### config.mk
export PLATFORM = sky130hd
export DESIGN_NAME = crm_div
export DESIGN_NICKNAME = d
export VERILOG_FILES = /design/src/design/crm_pkg.sv /design/src/design/crm_div.sv
export SDC_FILE = /design/constraint.sdc
export NUM_CORES = 1
export LEC_CHECK = 0
export BUFFER_PORTS_ARGS = -buffer_cell sky130_fd_sc_hd__buf_4
export CAP_MARGIN = 10
export CORE_MARGIN = 2
export CORE_UTILIZATION = 42
export DETAILED_ROUTE_END_ITERATION = 8
export SLEW_MARGIN = 10
export SYNTH_ARGS = -nofsm -noshare
export SYNTH_HDL_FRONTEND = slang
export SYNTH_SLANG_ARGS = --single-unit
### constraint.sdc
create_clock -name i_clk -period 10.5 [get_ports i_clk]
set_input_delay 2.1 -clock i_clk [delete_from_list [all_inputs] [get_ports i_clk]]
set_output_delay 2.1 -clock i_clk [all_outputs]
set_load 0.01 [all_outputs]
### src/design/crm_pkg.sv
`timescale 1ns / 1ps
// Shared types and constants for the counter rate monitor.
// No dependencies; imported by every module of the block.
package crm_pkg;

    localparam int VALUE_W    = 64;
    localparam int TIME_W     = 32;
    localparam int ROW_W      = 8;
    localparam int DIGIT_W    = 8;
    localparam int NUM_DIGITS = VALUE_W / DIGIT_W;
    localparam int TIME_DIGITS = TIME_W / DIGIT_W;
    localparam int DIGIT_CNT_W = $clog2(NUM_DIGITS);

    // counter modes
    localparam logic [1:0] MODE_GAUGE = 2'd0;
    localparam logic [1:0] MODE_C32   = 2'd1;
    localparam logic [1:0] MODE_C64   = 2'd2;

    // result status codes
    localparam logic [1:0] STAT_FIRST = 2'd0;
    localparam logic [1:0] STAT_EMIT  = 2'd1;
    localparam logic [1:0] STAT_OVER  = 2'd2;
    localparam logic [1:0] STAT_ZERO  = 2'd3;

    typedef struct packed {
        logic [7:0]  row_index;
        logic [63:0] sample_value;
        logic [31:0] sample_time;
        logic [1:0]  counter_mode;
        logic [31:0] speed_limit;
        logic [31:0] target_id;
    } t_sample;

    typedef struct packed {
        logic [1:0]  status;
        logic [7:0]  out_row;
        logic [31:0] out_id;
        logic [63:0] delta;
        logic [31:0] rate_value;
        logic [31:0] out_time;
    } t_result;

    // one row of per-target history
    typedef struct packed {
        logic        have_prior;
        logic [31:0] last_time;
        logic [63:0] last_count;
    } t_entry;

endpackage

### src/design/crm_div.sv
`timescale 1ns / 1ps
// Restoring 64-by-32 divider, one quotient bit per cycle.
// Depends on crm_pkg for widths; returns the low 32 quotient bits.
module crm_div
    import crm_pkg::*;
(
    input  logic              i_clk,
    input  logic              i_rst_n,
    input  logic              i_start,
    input  logic [VALUE_W-1:0] i_dividend,
    input  logic [TIME_W-1:0]  i_divisor,
    output logic              o_done,
    output logic [TIME_W-1:0]  o_quot
);

    localparam int CNT_W = $clog2(VALUE_W);

    logic               r_run;
    logic               r_done;
    logic [CNT_W-1:0]   r_cnt;
    logic [VALUE_W-1:0] r_num;
    logic [TIME_W-1:0]  r_rem;
    logic [TIME_W-1:0]  r_den;

    logic [TIME_W:0]    w_part;
    logic [TIME_W:0]    w_diff;

    assign w_part = {r_rem, r_num[VALUE_W-1]};
    assign w_diff = w_part - {1'b0, r_den};

    always_ff @(posedge i_clk) begin
        if (!i_rst_n) begin
            r_run  <= 1'b0;
            r_done <= 1'b0;
            r_cnt  <= '0;
        end else begin
            r_done <= 1'b0;
            if (i_start) begin
                r_run <= 1'b1;
                r_cnt <= '0;
                r_num <= i_dividend;
                r_rem <= '0;
                r_den <= i_divisor;
            end else if (r_run) begin
                // keep the partial remainder when the trial subtract borrows
                if (!w_diff[TIME_W]) begin
                    r_rem <= w_diff[TIME_W-1:0];
                    r_num <= {r_num[VALUE_W-2:0], 1'b1};
                end else begin
                    r_rem <= w_part[TIME_W-1:0];
                    r_num <= {r_num[VALUE_W-2:0], 1'b0};
                end
                r_cnt <= r_cnt + 1'b1;
                if (r_cnt == CNT_W'(VALUE_W - 1)) begin
                    r_run  <= 1'b0;
                    r_done <= 1'b1;
                end
            end
        end
    end

    assign o_done = r_done;
    assign o_quot = r_num[TIME_W-1:0];

endmodule

Yosys cells after proc, flatten, opt, wreduce, memory -nomap -nowiden
Cells that the tools add are included.
- flip-flop bits (word level): 136
- bits of input ports: 99
- logic and storage cells: 25
- $add $sub $neg: 2
- equal/unequal tests: 1
- muxes and demuxes: 9
- bitwise operators: 2
- reductions and logical operators: 5
- operators with widths (cell ; number):
    2-to-1 mux 64 bit ; 2
    2-to-1 mux 32 bit ; 2
    subtractor 33 x 32 -> 33 bit ; 1
    adder 6 x 1 -> 6 bit (second input constant) ; 1
    equality test 6 bit (second input constant) ; 1
    2-to-1 mux 1 bit ; 5
    AND reduction 2 bit ; 2
    OR reduction 3 bit ; 1
    NOT 1 bit ; 2
    nonzero test 2 bit ; 1
    OR reduction 2 bit ; 1

Longest topological paths before layout
Gate-level depths: netlist of run 1.
- word-level depth: 4
- depth in mapped cells: 14

Least setup slack after synthesis of run 1
No wires, ideal clock.
- kind: input-to-reg
- start: input port i_start
- end: register r_num[0], enable pin
- library setup time: 0.449 ns
- arrival: 4.865 ns
- required time: 10.051 ns
- path slack: 5.185 ns
- stages: 5
- cells stage by stage: clkbuf_1 > clkbuf_1 > clkbuf_1 > o21ai_0 > inv_1
- word-level cells in the longest chain between the ends: 2
- RTL lines (element ; RTL line ; source):
    start, declared ; crm_div.sv:9 ; input logic i_start,
    nonzero test 2 bit (no line) ; n/a ;
    AND reduction 2 bit (no line) ; n/a ;
    end signal, assigned ; crm_div.sv:41 ; r_num <= i_dividend;
    end signal, assigned ; crm_div.sv:48 ; r_num <= {r_num[VALUE_W-2:0], 1'b1};
    end signal, assigned ; crm_div.sv:51 ; r_num <= {r_num[VALUE_W-2:0], 1'b0};
    end, declared ; crm_div.sv:21 ; logic [VALUE_W-1:0] r_num;
Every way passes these cells.
A chain may end at the register's enable or synchronous reset.

Final worst setup path of run 1
- start: register r_rem[4]
- end: register r_rem[0] (data pin)
- word-level cells in the longest chain between the ends: 3
- RTL lines (element ; RTL line ; source):
    start, declared ; crm_div.sv:22 ; logic [TIME_W-1:0] r_rem;
    start signal, assigned ; crm_div.sv:47 ; r_rem <= w_diff[TIME_W-1:0];
    start signal, assigned ; crm_div.sv:50 ; r_rem <= w_part[TIME_W-1:0];
    subtractor 33 x 32 -> 33 bit ; crm_div.sv:29 ; assign w_diff = w_part - {1'b0, r_den};
    2-to-1 mux 32 bit ; crm_div.sv:46 ; if (!w_diff[TIME_W]) begin
    2-to-1 mux 32 bit ; crm_div.sv:44 ; end else if (r_run) begin
Every way passes these cells. The select of a mux whose other input is x is not followed.

==> flow_metrics.py, run 1 <==
metrics = {
    "synth": {
        "yosysSeqAreaShare_pct": 53.3,
        "ys.flop_type": "edfxtp_1",
        "synth_top_area_share_pct": 51.2,
        "yosys_warnings": 0,
        "async_reset_ff_share_pct": 0,
        "post_synth.cell_area_avg_um2": 11.9,
        "netlist_instances": 630,
        "synthTopCellsByArea": "edfxtp_1 51%, mux2_2 9.6%, ha_1 5.5%",
        "synth-edff-count": 128,
        "synth_seq_cells": 136,
        "synth_top_area_cell": "edfxtp_1",
        "yosysUniqueCellTypes": 54,
        "netlist_area_mm2": 0.00751,
        "syn-num-nets": 763,
    },
    "floorplanning": {
        "initial_core_util_pct": 43.3,
        "die-height_um": 138,
        "die_width_um": 138,
        "num_rows": 48,
        "boundaryPins": 132,
        "dieArea_mm2": 0.0190,
        "core_area_mm2": 0.0174,
    },
    "min_path": {
        "hold_path_depth": 2,
        "worstHoldPathType": "reg -> reg",
        "min_from": "r_cnt[5]",
    },
    "setup_path": {
        "slowest_stage": "or2_1",
        "cp_num_buf_inv": 0,
        "path_class": "reg -> reg",
        "rr_startpoint": "r_rem[4]",
        "critPathTopFamily": "compound AO/OA/AOI/OAI gates",
        "critPathArrivalTime_ps": 4330,
        "start_kind": "flip-flop",
        "required_ps": 10670,
        "max_stage_delay_ps": 780,
        "reg2regPathDepth": 10,
        "critPathMaxFanout": 17,
        "endpoint_kind": "flip-flop",
        "cp-startpoint": "r_rem[4]",
        "crit_cells": 10,
        "crit_path_cell_trace": "ha_1, a21o_1, or3_1, o21a_1, a311o_1, a31oi_1, a221o_2, or2_1, mux2i_1, and2_1",
    },
    "finish": {
        "drive_gt1_share_pct": 33.1,
        "nets": 858,
        "stdcell_count": 963,
        "area_delta_synth_final_pct": 20.1,
        "antenna_cells": 0,
    },
    "sta": {
        "setup_viol": 0,
        "period_minus_slack_ps": 4150,
        "hold_slack_ps": 491,
        "fin_skew_ps": 13.8,
        "fin_tns_setup_ps": 0,
        "max_slew_margin_pct": 27.0,
        "fmaxAchievable_mhz": 241,
        "finalCritPeriodShare_pct": 39.5,
        "worst_pin_slew_ps": 1090,
        "rsz0062_at_grt": "false",
        "final_max_slew_viol_count": 0,
        "hold_viol_final": 0,
    },
    "flow_run": {
        "maxCapViolCount": 0,
    },
    "detailed_routing": {
        "vias_per_cell": 5.20,
        "wirelength_um": 15900,
        "wl_per_cell_um": 16.6,
        "drc_errors": 0,
        "drt-pass1-iter-count": 5,
        "ant_nets": 0,
        "vias": 5010,
        "drt_iter0_drc": 283,
    },
    "global_routing": {
        "gr-usage-met2_pct": 27.2,
        "met1_usage_pct": 22.2,
        "overflow": 0,
        "grt_use_total_pct": 17.5,
        "antenna_found_initial": 0,
        "grt_pass1_vias": 5059,
        "busiest_layer": "met2",
        "grt_pass1_wl_um": 25300,
        "use_met3_pct": 6.66,
        "grt_start_max_net_pins": 84,
    },
    "pwr": {
        "p_clk_share_pct": 36.3,
        "leakage_uw": 0.00362,
        "p_sw_share_pct": 28.4,
        "finalPower_uw": 1630,
        "pwr-share-seq_pct": 41.0,
        "max-vdd-ir-drop_mv": 0.114,
        "pwr-share-comb_pct": 22.7,
        "intPower_uw": 1170,
        "p_switching_uw": 464,
        "power-per-cell-area_mw_per_mm2": 181,
    },
    "clocking": {
        "clock-sinks": 136,
        "htree_levels": 4,
        "hold_buffers": 0,
        "max-clock-path-buffers": 2,
        "clock_latency_ps": 430,
        "clkTransAtPathRegs_ps": 60,
        "postCtsSetupBuffers": 0,
        "cts_tree": "done",
        "cts_root_buffer": "clkbuf_16",
        "numCtsBuffers": 17,
        "cts_resized": 0,
    },
    "placed_design": {
        "post-place-cells": 931,
        "portBuffers": 131,
        "hpwl_um": 11100,
        "place_congestion": 0.865,
    },
    "outcome": {
        "status": "complete, no violations",
    },
}
## final cells by class
cell class	count	area [um^2]
fill	1536	8340
sequential	136	4000
multi-input combinational	394	2990
timing repair buffer	134	1010
clock buffer	21	472
tap	225	282
inverter	42	159
clock inverter	11	110
## cells in the mapped netlist (all sizes together), types with 6 or more instances
cell	instances
nand2	33
edfxtp	128
mux2i	14
a21o	9
nand3	10
nand4	7
o21ai	17
xnor2	20
a21oi	44
nand2b	6
nor3	12
dfxtp	8
mux2	64
ha	33
nor2	47
inv	42
clkbuf	21
xor2	10
buf	37
a31oi	7
## layer usage
| metal | vias to the layer above | part of all wire (%) |
|---|---|---|
| met2 | 134 | 46 |
| met3 | 20 | 7.1 |
| met4 | 0 | 1.7 |
| met1 | 2380 | 45 |
| li1 | 2476 | - |
| met5 | - | 0 |
## layout by cell type (no fill, tap or decap), types with 4 or more instances in the layout
cell | Yosys | routed
o21ai_0 | 17 | 17
o21bai_1 | 4 | 4
xor2_1 | 10 | 10
a21o_1 | 9 | 9
o21a_1 | 4 | 4
a21oi_2 | 8 | 8
nand2_1 | 33 | 33
edfxtp_1 | 128 | 128
o211ai_1 | 4 | 4
inv_1 | 42 | 41
a211oi_1 | 4 | 4
mux2i_1 | 14 | 14
nor4_1 | 4 | 4
dfxtp_1 | 8 | 8
nor3b_1 | 4 | 4
xnor2_1 | 20 | 20
nand3_1 | 10 | 10
inv_6 | 0 | 4
nor2_1 | 46 | 46
nor3_1 | 12 | 12
nor2b_1 | 4 | 4
nand4_1 | 7 | 7
mux2_2 | 64 | 64
nand2b_1 | 6 | 6
a31oi_1 | 7 | 7
o22ai_1 | 4 | 4
a21oi_1 | 36 | 36
buf_4 | 33 | 134
clkbuf_16 | 0 | 18
ha_1 | 33 | 33
## registers in the layout, summed over array words and instances, names as in the netlist
name / flops
o_done: 1
r_run: 1
r_num: 64
r_cnt: 6
r_den: 32
r_rem: 32
## path summary, 6_finish.rpt
path / endpoint / slack, ps
min reg2reg: r_cnt[5] / 490
max reg2reg: r_rem[0] / 6350
min: r_cnt[5] / 490
max: r_rem[0] / 6350
## logic make-up after synthesis
group | after synthesis | synth area share (%)
fa+ha+maj | 34 | 5.77
simple gates | 137 | 8.73
compound gates | 115 | 10.3
buf+inv | 100 | 6.90
flops | 136 | 53.3
xor+xnor | 30 | 3.50
mux | 78 | 11.5
## power by group through the flow
| stage | logic (uW) | registers [uW] | clock network [uW] |
|---|---|---|---|
| 3_5_place_dp | 368 | 680 | 0 |
| 4_1_cts | 370 | 669 | 608 |
| 6_report | 370 | 668 | 592 |
| 5_1_grt | 408 | 673 | 629 |
| 2_1_floorplan | 287 | 674 | 0 |
| 3_3_place_gp | 365 | 678 | 0 |
## per-stage QoR
step | utilization (%) | setup WS [ps] | instance area [um^2]
floorplan | - | 5190 | 7510
global placement | 48.6 | 6360 | 8440
detailed placement | 48.6 | 6290 | 8440
CTS | 52.0 | 6380 | 9020
global route | 52.0 | 6200 | 9020
finish | 52.0 | 6350 | 9020
## worst reg2reg max path, stage by stage (launching register included)
cell	delay, ps
edfxtp_1	410
ha_1	390
a21o_1	200
or3_1	300
o21a_1	230
a311o_1	380
a31oi_1	370
a221o_2	450
or2_1	790
mux2i_1	190
and2_1	200
(Power assumes the default switching activity.)
==> inputs of run 2 (changes only) <==
--- a/config.mk
+++ b/config.mk
@@ -5,6 +5,7 @@
 export SDC_FILE = /design/constraint.sdc
 export NUM_CORES = 1
 export LEC_CHECK = 0
+export ABC_AREA = 1
 export BUFFER_PORTS_ARGS = -buffer_cell sky130_fd_sc_hd__buf_4
 export CAP_MARGIN = 10
 export CORE_MARGIN = 2
==> constraint.sdc (replaced) <==
create_clock -name i_clk -period 3.5 [get_ports i_clk]
set_input_delay 0.7 -clock i_clk [delete_from_list [all_inputs] [get_ports i_clk]]
set_output_delay 0.7 -clock i_clk [all_outputs]
set_load 0.01 [all_outputs]
==> flow_metrics.py, run 2 <==
metrics = {
    "finish": {
        "n_fill_cell": 2007,
        "nets": 1362,
        "drive_gt1_share_pct": 17.6,
        "largest_register_ffs": 64,
        "multiInputGateArea_mm2": 0.00359,
        "largest-register": "r_num",
        "reg_top3": "r_num (64), r_den (32), r_rem (32)",
        "antenna_cells": 0,
        "design_area_mm2": 0.0102,
        "area_delta_synth_final_pct": 18.8,
        "final_cell_mix": "491 x nand2_1, 156 x inv_1, 137 x buf_4, 128 x edfxtp_1, 105 x nor2_1",
        "final_common_cell": "nand2_1",
        "regArea_mm2": 0.00400,
        "stdcell_count": 1511,
    },
    "floorplanning": {
        "die_width_um": 147,
        "die-height_um": 147,
        "core_area_mm2": 0.0202,
        "dieArea_mm2": 0.0216,
        "boundaryPins": 132,
        "num_rows": 52,
        "initial_core_util_pct": 42.5,
    },
    "detailed_routing": {
        "drt-pass1-iter-count": 4,
        "vias_per_cell": 4.62,
        "wl_per_cell_um": 13.2,
        "ant_nets": 0,
        "wirelength_um": 19900,
        "drt_iter0_drc": 307,
        "vias": 6981,
        "drc_errors": 0,
    },
    "setup_path": {
        "reg2regPathDepth": 17,
        "start_kind": "flip-flop",
        "required_ps": 3680,
        "critPathMaxFanout": 33,
        "cp-startpoint": "r_num[63]",
        "critPathArrivalTime_ps": 2800,
        "endpoint": "r_rem[28]",
        "r2r_end": "r_rem[28]",
        "endpoint_kind": "flip-flop",
        "worst-r2r-setup-slack_ps": 880,
        "path_class": "reg -> reg",
        "rr_startpoint": "r_num[63]",
    },
    "synth": {
        "yosys-top-cells-count": "492 x nand2_1, 156 x inv_1, 128 x edfxtp_1",
        "netlist_area_mm2": 0.00858,
        "synth_top_area_share_pct": 44.8,
        "yosysSeqAreaShare_pct": 46.7,
        "yosysUniqueCellTypes": 35,
        "ys.flop_type": "edfxtp_1",
        "netlist_instances": 1126,
        "yosys_warnings": 0,
        "synthTopCellsByArea": "edfxtp_1 45%, nand2_1 22%, inv_1 6.8%",
        "synth_seq_cells": 136,
        "syn-num-nets": 1259,
        "synth-edff-count": 128,
        "async_reset_ff_share_pct": 0,
        "post_synth.cell_area_avg_um2": 7.62,
        "synth_top_area_cell": "edfxtp_1",
        "synth.most_common_cell": "nand2_1",
    },
    "clocking": {
        "numCtsBuffers": 17,
        "htree_levels": 4,
        "clkTransAtPathRegs_ps": 70,
        "hold_buffers": 0,
        "cts_root_buffer": "clkbuf_16",
        "cts_resized": 0,
        "clock_latency_ps": 430,
        "postCtsSetupBuffers": 0,
        "cts_tree": "done",
        "max-clock-path-buffers": 2,
        "clock-sinks": 136,
    },
    "sta": {
        "hold_viol_final": 0,
        "rsz0062_at_grt": "false",
        "finalCritPeriodShare_pct": 75.0,
        "hold_slack_ps": 446,
        "worst_pin_slew_ps": 696,
        "final_max_slew_viol_count": 0,
        "fmaxAchievable_mhz": 381,
        "setup_viol": 0,
        "fin_tns_setup_ps": 0,
        "max_slew_margin_pct": 53.6,
        "period_minus_slack_ps": 2620,
        "fin_skew_ps": 8.90,
    },
    "outcome": {
        "status": "complete, no violations",
    },
    "flow_run": {
        "maxCapViolCount": 0,
    },
    "min_path": {
        "worstHoldPathType": "reg -> reg",
        "min_from": "r_cnt[5]",
    },
    "global_routing": {
        "grt_pass1_vias": 6676,
        "grt_pass1_wl_um": 32700,
        "grt_use_total_pct": 18.9,
        "grt_start_max_net_pins": 62,
        "antenna_found_initial": 0,
        "overflow": 0,
    },
    "placed_design": {
        "placed_area_mm2": 0.00961,
        "portBuffers": 131,
        "post-place-cells": 1480,
        "hpwl_um": 14700,
        "place_congestion": 0.907,
    },
    "pwr": {
        "max-vdd-ir-drop_mv": 0.302,
        "power-per-cell-area_mw_per_mm2": 537,
        "leakage_uw": 0.00523,
    },
}
==> run 2: changes by cell type in the layout (fill, tap and decap cells not counted), sizes merged, moves of 8 or more <==
cell / before / now
o21ai: 17 / 8
mux2: 64 / 0
nand2: 33 / 516
xnor2: 20 / 1
nand3: 10 / 28
nor2: 47 / 113
inv: 48 / 175
mux2i: 14 / 0
nand3b: 0 / 9
a21oi: 44 / 26
nor3: 12 / 4
==> run 2: logic make-up after synthesis <==
logic type	share of synthesized area, %
AOI/OAI and AO/OA	2.51
xor gates and xnor gates	1.53
adders and majority gates	5.04
buffers and inverters	11.6
DFF	46.7
and+or+nand+nor	32.6
==> run 2: power by group <==
group	internal (uW)	leakage, uW	total (uW)	switching (uW)
Clock	1060	0.000280	1820	761
Combinational	570	0.00364	1570	1000
Sequential	2000	0.00131	2080	77.1
==> run 2: area by class of cell <==
class                           instances  area share, %
Sequential cell                       136           39.3
Multi-Input combinational cell        768           35.2
Timing Repair Buffer                  138           10.3
Inverter                              168           6.19
Clock buffer                           17           4.17
Tap cell                              270           3.31
Clock inverter                         14           1.57
==> run 2: metal layers <==
layer	vias up	wire, um	share of wire, %	GRT usage, %
li1	3648	-	-	-
met1	3124	9100	46	25.0
met2	187	8990	45	30.1
met3	22	1490	7.5	5.53
met4	0	300	1.5	5.82
met5	-	0	0	0
==> run 2: how the worst min path moves through the flow <==
stage,cells after the start,to,slack [ps]
CTS,1,r_den[31],430
finish,1,r_cnt[5],450
floorplan,1,r_cnt[5],420
global route,1,r_den[22],440
global placement,1,r_cnt[5],440
detailed placement,1,r_cnt[5],450
==> run 2: per-stage QoR <==
stage | power, uW | worst slack [ps] | util (%)
after floorplan | 3310 | 826 | -
after global placement | 3660 | 1010 | 47.6
after detailed placement | 3690 | 907 | 47.6
after CTS | 5530 | 859 | 50.5
after global routing | 5820 | 614 | 50.5
final | 5470 | 875 | 50.5
==> run 2: worst max-delay path, stage by stage, from the launching register on <==
cell and delay (ps):
edfxtp_1 340, inv_1 50, ha_1 220, fa_1 420, inv_1 110, nand2_1 50
nand2_1 110, nand3_2 100, nand2_4 110, nand2_4 50, nand2_4 70, nand2_4 70
nand2_4 70, nand2_2 60, nand2_4 320, nand2_1 100, nand2_1 80, nor2_1 40
